File: config.mk
export PLATFORM = sky130hd
export DESIGN_NAME = c_source_identifier_scanner_flat
export DESIGN_NICKNAME = d
export VERILOG_FILES = /design/src/design/sci_pkg.sv /design/src/design/sci_if.sv /design/src/design/sci_scan_core.sv /design/src/design/sci_out_stage.sv /design/src/design/c_source_identifier_scanner.sv /design/src/flat_wrapper.sv
export SDC_FILE = /design/constraint.sdc
export NUM_CORES = 1
export LEC_CHECK = 0
export BUFFER_PORTS_ARGS = -buffer_cell sky130_fd_sc_hd__buf_2
export CAP_MARGIN = 30
export CORE_MARGIN = 1
export CORE_UTILIZATION = 35
export DETAILED_ROUTE_END_ITERATION = 10
export PLACE_DENSITY_LB_ADDON = 0.15
export SLEW_MARGIN = 30
export SYNTH_ARGS = -nofsm -noshare
export SYNTH_HDL_FRONTEND = slang
export SYNTH_SLANG_ARGS = --single-unit
File: constraint.sdc
create_clock -name clk -period 2.95 [get_ports clk]
set_input_delay 0.1475 -clock clk [delete_from_list [all_inputs] [get_ports clk]]
set_output_delay 0.1475 -clock clk [all_outputs]
set_load 0.05 [all_outputs]
File: src/design/sci_pkg.sv
`timescale 1ns / 1ps
// Shared types, constants and character helpers for the identifier scanner.
// No dependencies; imported by every other file of the block except sci_if.
package sci_pkg;

    localparam int MAX_TOKEN = 128;
    localparam int RUN_W     = $clog2(MAX_TOKEN + 1);

    localparam logic [7:0] CH_DQUOTE    = 8'h22;
    localparam logic [7:0] CH_HASH      = 8'h23;
    localparam logic [7:0] CH_SQUOTE    = 8'h27;
    localparam logic [7:0] CH_STAR      = 8'h2A;
    localparam logic [7:0] CH_SLASH     = 8'h2F;
    localparam logic [7:0] CH_BACKSLASH = 8'h5C;
    localparam logic [7:0] CH_NEWLINE   = 8'h0A;
    localparam logic [7:0] CH_UNDER     = 8'h5F;

    typedef enum logic [0:0] {
        REG_MIN_LENGTH       = 1'b0,
        REG_PARSE_DIRECTIVES = 1'b1
    } reg_index_t;

    typedef enum logic [2:0] {
        MODE_CODE      = 3'd0,
        MODE_SLASH     = 3'd1,
        MODE_COMMENT   = 3'd2,
        MODE_STAR      = 3'd3,
        MODE_DQUOTE    = 3'd4,
        MODE_SQUOTE    = 3'd5,
        MODE_DIRECTIVE = 3'd6
    } lex_mode_t;

    typedef struct packed {
        logic [7:0] src_byte;
        logic       end_of_file;
    } item_t;

    typedef struct packed {
        logic [7:0] echo_byte;
        logic       ident_char;
        logic       token_done;
        logic [7:0] token_length;
    } result_t;

    function automatic logic is_digit(input logic [7:0] c);
        return (c >= 8'h30) && (c <= 8'h39);
    endfunction

    function automatic logic is_ident(input logic [7:0] c);
        return is_digit(c) || ((c >= 8'h61) && (c <= 8'h7A)) ||
               ((c >= 8'h41) && (c <= 8'h5A)) || (c == CH_UNDER);
    endfunction

endpackage

File: src/design/sci_if.sv
`timescale 1ns / 1ps
// Valid/ready channel interfaces for source items and scan results.
// Depends on nothing; carries the payload fields of each item.
interface sci_src_if;
    logic       valid;
    logic       ready;
    logic [7:0] src_byte;
    logic       end_of_file;

    modport source (output valid, output src_byte, output end_of_file, input ready);
    modport sink   (input valid, input src_byte, input end_of_file, output ready);
endinterface

interface sci_res_if;
    logic       valid;
    logic       ready;
    logic [7:0] echo_byte;
    logic       ident_char;
    logic       token_done;
    logic [7:0] token_length;

    modport source (output valid, output echo_byte, output ident_char,
                    output token_done, output token_length, input ready);
    modport sink   (input valid, input echo_byte, input ident_char,
                    input token_done, input token_length, output ready);
endinterface

File: src/design/sci_scan_core.sv
`timescale 1ns / 1ps
// Lexer state machine, run tracking and configuration registers.
// Depends on sci_pkg; produces one result per registered item.
module sci_scan_core (
    input  logic            clk,
    input  logic            rst_n,
    input  logic            cfg_we,
    input  logic [0:0]      cfg_index,
    input  logic [7:0]      cfg_wdata,
    input  logic            advance,
    input  sci_pkg::item_t  item,
    output sci_pkg::result_t result
);
    import sci_pkg::*;

    logic [7:0]       min_length_reg;
    logic             parse_dir_reg;
    lex_mode_t        mode_reg, mode_next;
    logic             esc_reg, esc_next;
    logic [RUN_W-1:0] run_reg, run_next;
    logic             first_digit_reg, first_digit_next;

    always_ff @(posedge clk or negedge rst_n)
    begin
        if (!rst_n)
        begin
            min_length_reg <= 8'd7;
            parse_dir_reg  <= 1'b0;
        end
        else if (cfg_we)
        begin
            unique case (reg_index_t'(cfg_index))
                REG_MIN_LENGTH:       min_length_reg <= cfg_wdata;
                REG_PARSE_DIRECTIVES: parse_dir_reg  <= cfg_wdata[0];
                default:              ;
            endcase
        end
    end

    always_ff @(posedge clk or negedge rst_n)
    begin
        if (!rst_n)
        begin
            mode_reg        <= MODE_CODE;
            esc_reg         <= 1'b0;
            run_reg         <= '0;
            first_digit_reg <= 1'b0;
        end
        else if (advance)
        begin
            mode_reg        <= mode_next;
            esc_reg         <= esc_next;
            run_reg         <= run_next;
            first_digit_reg <= first_digit_next;
        end
    end

    always_comb
    begin
        logic [7:0] c;
        logic [7:0] close_ch;
        logic       as_code;
        c                = item.src_byte;
        mode_next        = mode_reg;
        esc_next         = esc_reg;
        run_next         = run_reg;
        first_digit_next = first_digit_reg;
        as_code          = 1'b0;
        close_ch         = CH_NEWLINE;
        result           = '0;

        if (item.end_of_file)
        begin
            mode_next        = MODE_CODE;
            esc_next         = 1'b0;
            run_next         = '0;
            first_digit_next = 1'b0;
        end
        else
        begin
            result.echo_byte = c;
            unique case (mode_reg)
                MODE_SLASH:
                begin
                    if (c == CH_STAR)
                        mode_next = MODE_COMMENT;
                    else
                    begin
                        mode_next = MODE_CODE;
                        as_code   = 1'b1;
                    end
                end
                MODE_COMMENT:
                begin
                    if (c == CH_STAR)
                        mode_next = MODE_STAR;
                end
                MODE_STAR:
                begin
                    if (c == CH_SLASH)
                        mode_next = MODE_CODE;
                    else if (c != CH_STAR)
                        mode_next = MODE_COMMENT;
                end
                MODE_DQUOTE, MODE_SQUOTE, MODE_DIRECTIVE:
                begin
                    if (mode_reg == MODE_DQUOTE)
                        close_ch = CH_DQUOTE;
                    else if (mode_reg == MODE_SQUOTE)
                        close_ch = CH_SQUOTE;
                    if (esc_reg)
                        esc_next = 1'b0;
                    else if (c == CH_BACKSLASH)
                        esc_next = 1'b1;
                    else if (c == close_ch)
                        mode_next = MODE_CODE;
                end
                default:
                begin
                    mode_next = MODE_CODE;
                    as_code   = 1'b1;
                end
            endcase

            if (as_code)
            begin
                if (is_ident(c))
                begin
                    // past MAX_TOKEN the run continues but bytes are dropped
                    if (32'(run_reg) < MAX_TOKEN)
                    begin
                        if (run_reg == '0)
                            first_digit_next = is_digit(c);
                        run_next          = run_reg + 1'b1;
                        result.ident_char = 1'b1;
                    end
                end
                else
                begin
                    if (run_reg != '0)
                    begin
                        if ((32'(run_reg) >= 32'(min_length_reg)) && !first_digit_reg)
                        begin
                            result.token_done   = 1'b1;
                            result.token_length = (32'(run_reg) > 32'd255) ?
                                                  8'hFF : 8'(run_reg);
                        end
                        run_next         = '0;
                        first_digit_next = 1'b0;
                    end
                    priority if (c == CH_DQUOTE)
                        mode_next = MODE_DQUOTE;
                    else if (c == CH_SQUOTE)
                        mode_next = MODE_SQUOTE;
                    else if (c == CH_SLASH)
                        mode_next = MODE_SLASH;
                    else if ((c == CH_HASH) && !parse_dir_reg)
                        mode_next = MODE_DIRECTIVE;
                    else
                        mode_next = MODE_CODE;
                end
            end
        end
    end

endmodule

File: src/design/sci_out_stage.sv
`timescale 1ns / 1ps
// Result register driving the output channel.
// Depends on sci_pkg and sci_res_if.
module sci_out_stage (
    input  logic             clk,
    input  logic             rst_n,
    input  logic             load,
    input  sci_pkg::result_t result,
    output logic             can_load,
    sci_res_if.source        res
);
    import sci_pkg::*;

    logic    valid_reg, valid_next;
    result_t data_reg;

    assign can_load = !valid_reg || res.ready;

    always_comb
    begin
        valid_next = valid_reg;
        if (load)
            valid_next = 1'b1;
        else if (res.ready)
            valid_next = 1'b0;
    end

    always_ff @(posedge clk or negedge rst_n)
    begin
        if (!rst_n)
            valid_reg <= 1'b0;
        else
            valid_reg <= valid_next;
    end

    always_ff @(posedge clk)
    begin
        if (load)
            data_reg <= result;
    end

    assign res.valid        = valid_reg;
    assign res.echo_byte    = data_reg.echo_byte;
    assign res.ident_char   = data_reg.ident_char;
    assign res.token_done   = data_reg.token_done;
    assign res.token_length = data_reg.token_length;

endmodule

File: src/design/c_source_identifier_scanner.sv
`timescale 1ns / 1ps
// C source identifier scanner. Takes one source byte per item and returns one result per
// item, marking identifier characters in plain code and flagging the byte after a run
// that qualifies (length >= min_length, not starting with a digit). Sustained rate is one
// item per clock while the result channel is ready; an accepted item goes from the input
// register through the lexer update into the result register. The user writes configuration
// (index 0 min_length, index 1 parse_directives) only while idle; the block does not check.
// Depends on sci_pkg, sci_if, sci_scan_core and sci_out_stage.
module c_source_identifier_scanner (
    input  logic       clk,
    input  logic       rst_n,
    input  logic       cfg_we,
    input  logic [0:0] cfg_index,
    input  logic [7:0] cfg_wdata,
    sci_src_if.sink    src,
    sci_res_if.source  res
);
    import sci_pkg::*;

    logic    in_valid_reg, in_valid_next;
    item_t   in_item_reg;
    result_t result;
    logic    can_load;
    logic    advance;

    assign advance   = in_valid_reg && can_load;
    assign src.ready = !in_valid_reg || can_load;

    always_comb
    begin
        in_valid_next = in_valid_reg;
        if (src.valid && src.ready)
            in_valid_next = 1'b1;
        else if (advance)
            in_valid_next = 1'b0;
    end

    always_ff @(posedge clk or negedge rst_n)
    begin
        if (!rst_n)
            in_valid_reg <= 1'b0;
        else
            in_valid_reg <= in_valid_next;
    end

    always_ff @(posedge clk)
    begin
        if (src.valid && src.ready)
        begin
            in_item_reg.src_byte    <= src.src_byte;
            in_item_reg.end_of_file <= src.end_of_file;
        end
    end

    sci_scan_core u_core (
        .clk       (clk),
        .rst_n     (rst_n),
        .cfg_we    (cfg_we),
        .cfg_index (cfg_index),
        .cfg_wdata (cfg_wdata),
        .advance   (advance),
        .item      (in_item_reg),
        .result    (result)
    );

    sci_out_stage u_out (
        .clk      (clk),
        .rst_n    (rst_n),
        .load     (advance),
        .result   (result),
        .can_load (can_load),
        .res      (res)
    );

endmodule

File: src/flat_wrapper.sv
// flat-port wrapper written by rule: the top's interface ports become plain ports
module c_source_identifier_scanner_flat import sci_pkg::*;
  (clk, rst_n, cfg_we, cfg_index, cfg_wdata, src_valid, src_src_byte, src_end_of_file, src_ready, res_valid, res_echo_byte, res_ident_char, res_token_done, res_token_length, res_ready);
  sci_src_if src_i ();
  sci_res_if res_i ();
  input  logic clk;
  input  logic rst_n;
  input  logic cfg_we;
  input  logic [0:0] cfg_index;
  input  logic [7:0] cfg_wdata;
  input wire logic [$bits(src_i.valid)-1:0] src_valid;
  input wire logic [$bits(src_i.src_byte)-1:0] src_src_byte;
  input wire logic [$bits(src_i.end_of_file)-1:0] src_end_of_file;
  output wire logic [$bits(src_i.ready)-1:0] src_ready;
  output wire logic [$bits(res_i.valid)-1:0] res_valid;
  output wire logic [$bits(res_i.echo_byte)-1:0] res_echo_byte;
  output wire logic [$bits(res_i.ident_char)-1:0] res_ident_char;
  output wire logic [$bits(res_i.token_done)-1:0] res_token_done;
  output wire logic [$bits(res_i.token_length)-1:0] res_token_length;
  input wire logic [$bits(res_i.ready)-1:0] res_ready;
  assign src_i.valid = src_valid;
  assign src_i.src_byte = src_src_byte;
  assign src_i.end_of_file = src_end_of_file;
  assign src_ready = src_i.ready;
  assign res_valid = res_i.valid;
  assign res_echo_byte = res_i.echo_byte;
  assign res_ident_char = res_i.ident_char;
  assign res_token_done = res_i.token_done;
  assign res_token_length = res_i.token_length;
  assign res_i.ready = res_ready;
  c_source_identifier_scanner u_core (.clk(clk), .rst_n(rst_n), .cfg_we(cfg_we), .cfg_index(cfg_index), .cfg_wdata(cfg_wdata), .src(src_i), .res(res_i));
endmodule
==> results.md <==
* Clock Sinks at 51
* Final Slew Violations at 0
* N_diodes at 0
* Placer Congestion at between 0.8 and 0.9
* Highest clock rate at about 400 MHz
* Final setup violation count at 0
* Maximum number of pins on one net before global-route repair at 25
* CTS root buffer: clkbuf_8
* Final period util at a little over four fifths
* H-tree Lvls at 2
* Cell Area, Synth at 2740 µm²
* Worst-skew pair later-pin latency at between 0.3 and 0.4 ns
* Sequential fraction of the synthesis area at roughly half
* Critical path required time at between 3 and 4 ns
* Nets at around 330
* Overflow after GRT at 0
* Max clock buf depth at 2
* Least-Margin Pin Slew at approximately 0.84 ns
* Max FFs per register at 9
* CP Capture Type: register
* Status: complete, no violations
* Total GRT Usage at 14.5%
* Type of the tightest min-delay check: in2reg
* Total Wirelength at slightly below 6000 µm
* LEAKAGE at ~1.2 nW
* Slowest cell on crit path: or4_1
* Area growth, synth to finish at 14.6%
* Post-place setup slack at around 0.50 ns
* Slowest stage delay, CP at around 0.74 ns
* Total CTS buffers at 5
* Fin crit period at roughly 2.5 ns
* Family with the most delay on the worst path: simple AND/OR/NAND/NOR gates
* Post-Synthesis Cells at 251
* Via Count at 2,086
* I/O Pins at 43
* Max-cap violations at 0
* Synth cell types at 57
* DRC at 0
* Most used DFF post-synth: edfxtp_1
* Detailed placement HPWL at between 4000 and 5000 µm
* Final hold viol count at 0
* Final Skew at ~0.0094 ns
* Synthesized area per cell at between 10 and 15 µm²
* Clock Pin Slew Worst Setup and Hold Paths at approximately 0.10 ns
* Via-per-instance ratio at around 5.3
* Most frequent cells in the layout: buf_2, edfxtp_1, dfrtp_1
* Layout cells sized above 1 at about a quarter
* Vias in the first global route at between 1,500 and 2,000
* Async SR Flop Fraction at between 40% and 50%
* Relative slew slack at 44.1%
* Worst Slack Setup Final at 0.473 ns
* WL/cell at approximately 15 µm
* CP arrival at about 2.6 ns
* Setup TNS Final at 0 ns
* Synth Net Count at around 280
* Post-synth EDFFs at 27
* Total chip power at 1.65 mW
* Drt initial violations at approximately 150
* Die Wd at ~90 µm
* WS Path Type: reg2reg
* Crit-path max FO at 12
* Initial antenna violation count at 0
* Global-route wire length before repair at ~9400 µm
* Initial Utilization at between 30 and 40%
* Synth Warn # at 0
* Seq cells post-synth at 51
* Leading cell type in the layout, fill and taps excluded: buf_2
* # Post-CTS Setup Buffers at 0
* TritonCTS clock tree: yes
* Die height at a little over 90 µm
* PortBufs at 42
* Die area at slightly above 8000 µm²
* Worst vdd ir at about 0.18 mV
* Worst Path Buf+Inv at 0
* Remaining antenna violation count at 0
* Worst path cell trace: o21ai_0 -> a31oi_2 -> nor2_2 -> or4_1 -> nor3b_2
* Pwr per Cell Area at 524 nW/µm²
* Worst setup SP type: register
* Core ar. at ~7400 µm²
* Rows at 31
* RSZ-0062 raised after global routing: no
* Initial DRT Pass Iterations at 4
## final timing paths
path / start / to / slack [ns] / cells past startpoint
hold / removal: src_end_of_file / u_core.in_item_reg[0]$_DFFE_PP_ / 0.02 / 1
setup / recovery: u_core.in_item_reg[4]$_DFFE_PP_ / u_core.u_out.res.token_length[2]$_SDFFCE_PP0P_ / 0.47 / 5
hold reg to reg: u_core.u_core.min_length_reg[1]$_DFFE_PN1P_ / u_core.u_core.min_length_reg[1]$_DFFE_PN1P_ / 0.54 / 2
max in group asynchronous: rst_n / u_core.in_valid_reg$_DFFE_PN0P_ / 2.22 / 2
setup reg to reg: u_core.in_item_reg[4]$_DFFE_PP_ / u_core.u_out.res.token_length[2]$_SDFFCE_PP0P_ / 0.47 / 5
min in group asynchronous: rst_n / u_core.u_core.min_length_reg[6]$_DFFE_PN0P_ / 0.35 / 2
## cells by family (layout without fill, tap and decap cells)
family,Yosys count,in the layout,synth area share (%)
flip-flops,51,51,51.6
AO/OA/AOI/OAI,55,55,13.7
buffers and inverters,21,65,3.42
multiplexers,4,4,1.55
adder cells (fa/ha/maj),10,10,4.57
AND/OR/NAND/NOR,110,110,25.1
## Yosys cell counts, types with 4 or more instances
cell type,number,area share (%)
a21oi_1,7,1.3
and3_1,4,0.91
clkbuf_1,4,0.55
dfrtp_1,21,19
edfxtp_1,27,30
ha_1,10,4.6
inv_1,12,1.6
nand2_1,19,2.6
nand2b_1,6,1.4
nand3_1,13,2.4
nand3b_1,4,1.1
nor2_1,7,0.96
nor2b_1,13,3.0
nor3_1,7,1.3
nor3b_2,6,2.7
nor4_1,7,1.6
o21ai_0,14,2.6
o31ai_1,10,2.7
or4_1,4,1.1
## worst register-to-register path, delay by kind of cell (launching register included)
family	cells	cell delay, ns
compound gates	2	0.70
flops	1	0.59
simple gates	3	1.04
## final cells by class
cell class	instances	area, µm²
Clock buffer	5	68.8
Clock inverter	3	20.0
Fill cell	744	4270
Inverter	12	45.0
Multi-Input combinational cell	179	1230
Sequential cell	51	1420
Tap cell	99	124
Timing Repair Buffer	45	235
## where the power goes
| part | total [mW] | switching, mW | internal, mW |
|---|---|---|---|
| Sequential | 0.870 | 0.0534 | 0.817 |
| Clock | 0.400 | 0.234 | 0.166 |
| Combinational | 0.376 | 0.249 | 0.127 |
## per-layer routing
| metal | vias up | track usage, % | wire, µm |
|---|---|---|---|
| li1 | 1024 | - | - |
| met1 | 999 | 21.1 | 2900 |
| met2 | 57 | 21.5 | 2660 |
| met3 | 6 | 2.69 | 288 |
| met4 | 0 | 4.57 | 60 |
| met5 | - | 0 | 0 |
## per-stage QoR
| step | area [µm²] | utilization, % | std cells | hold WS (ns) |
|---|---|---|---|---|
| final | 3140 | 42.4 | 394 | 0.0152 |
| after global routing | 3140 | 42.4 | 394 | 0.00155 |
| after CTS | 3140 | 42.4 | 394 | 0.00796 |
| after detailed placement | 3040 | 41.0 | 385 | 0.178 |
| after global placement | 3040 | 41.0 | 385 | 0.171 |
| after floorplan | 2740 | - | 251 | -0.148 |
## what timing repair did
action | 4_1_cts | 5_1_grt
resized for setup | 0 | 0
hold endpoints to repair | 21 | 0
hold buffers | 1 | 0
(Power assumes the default switching activity.)
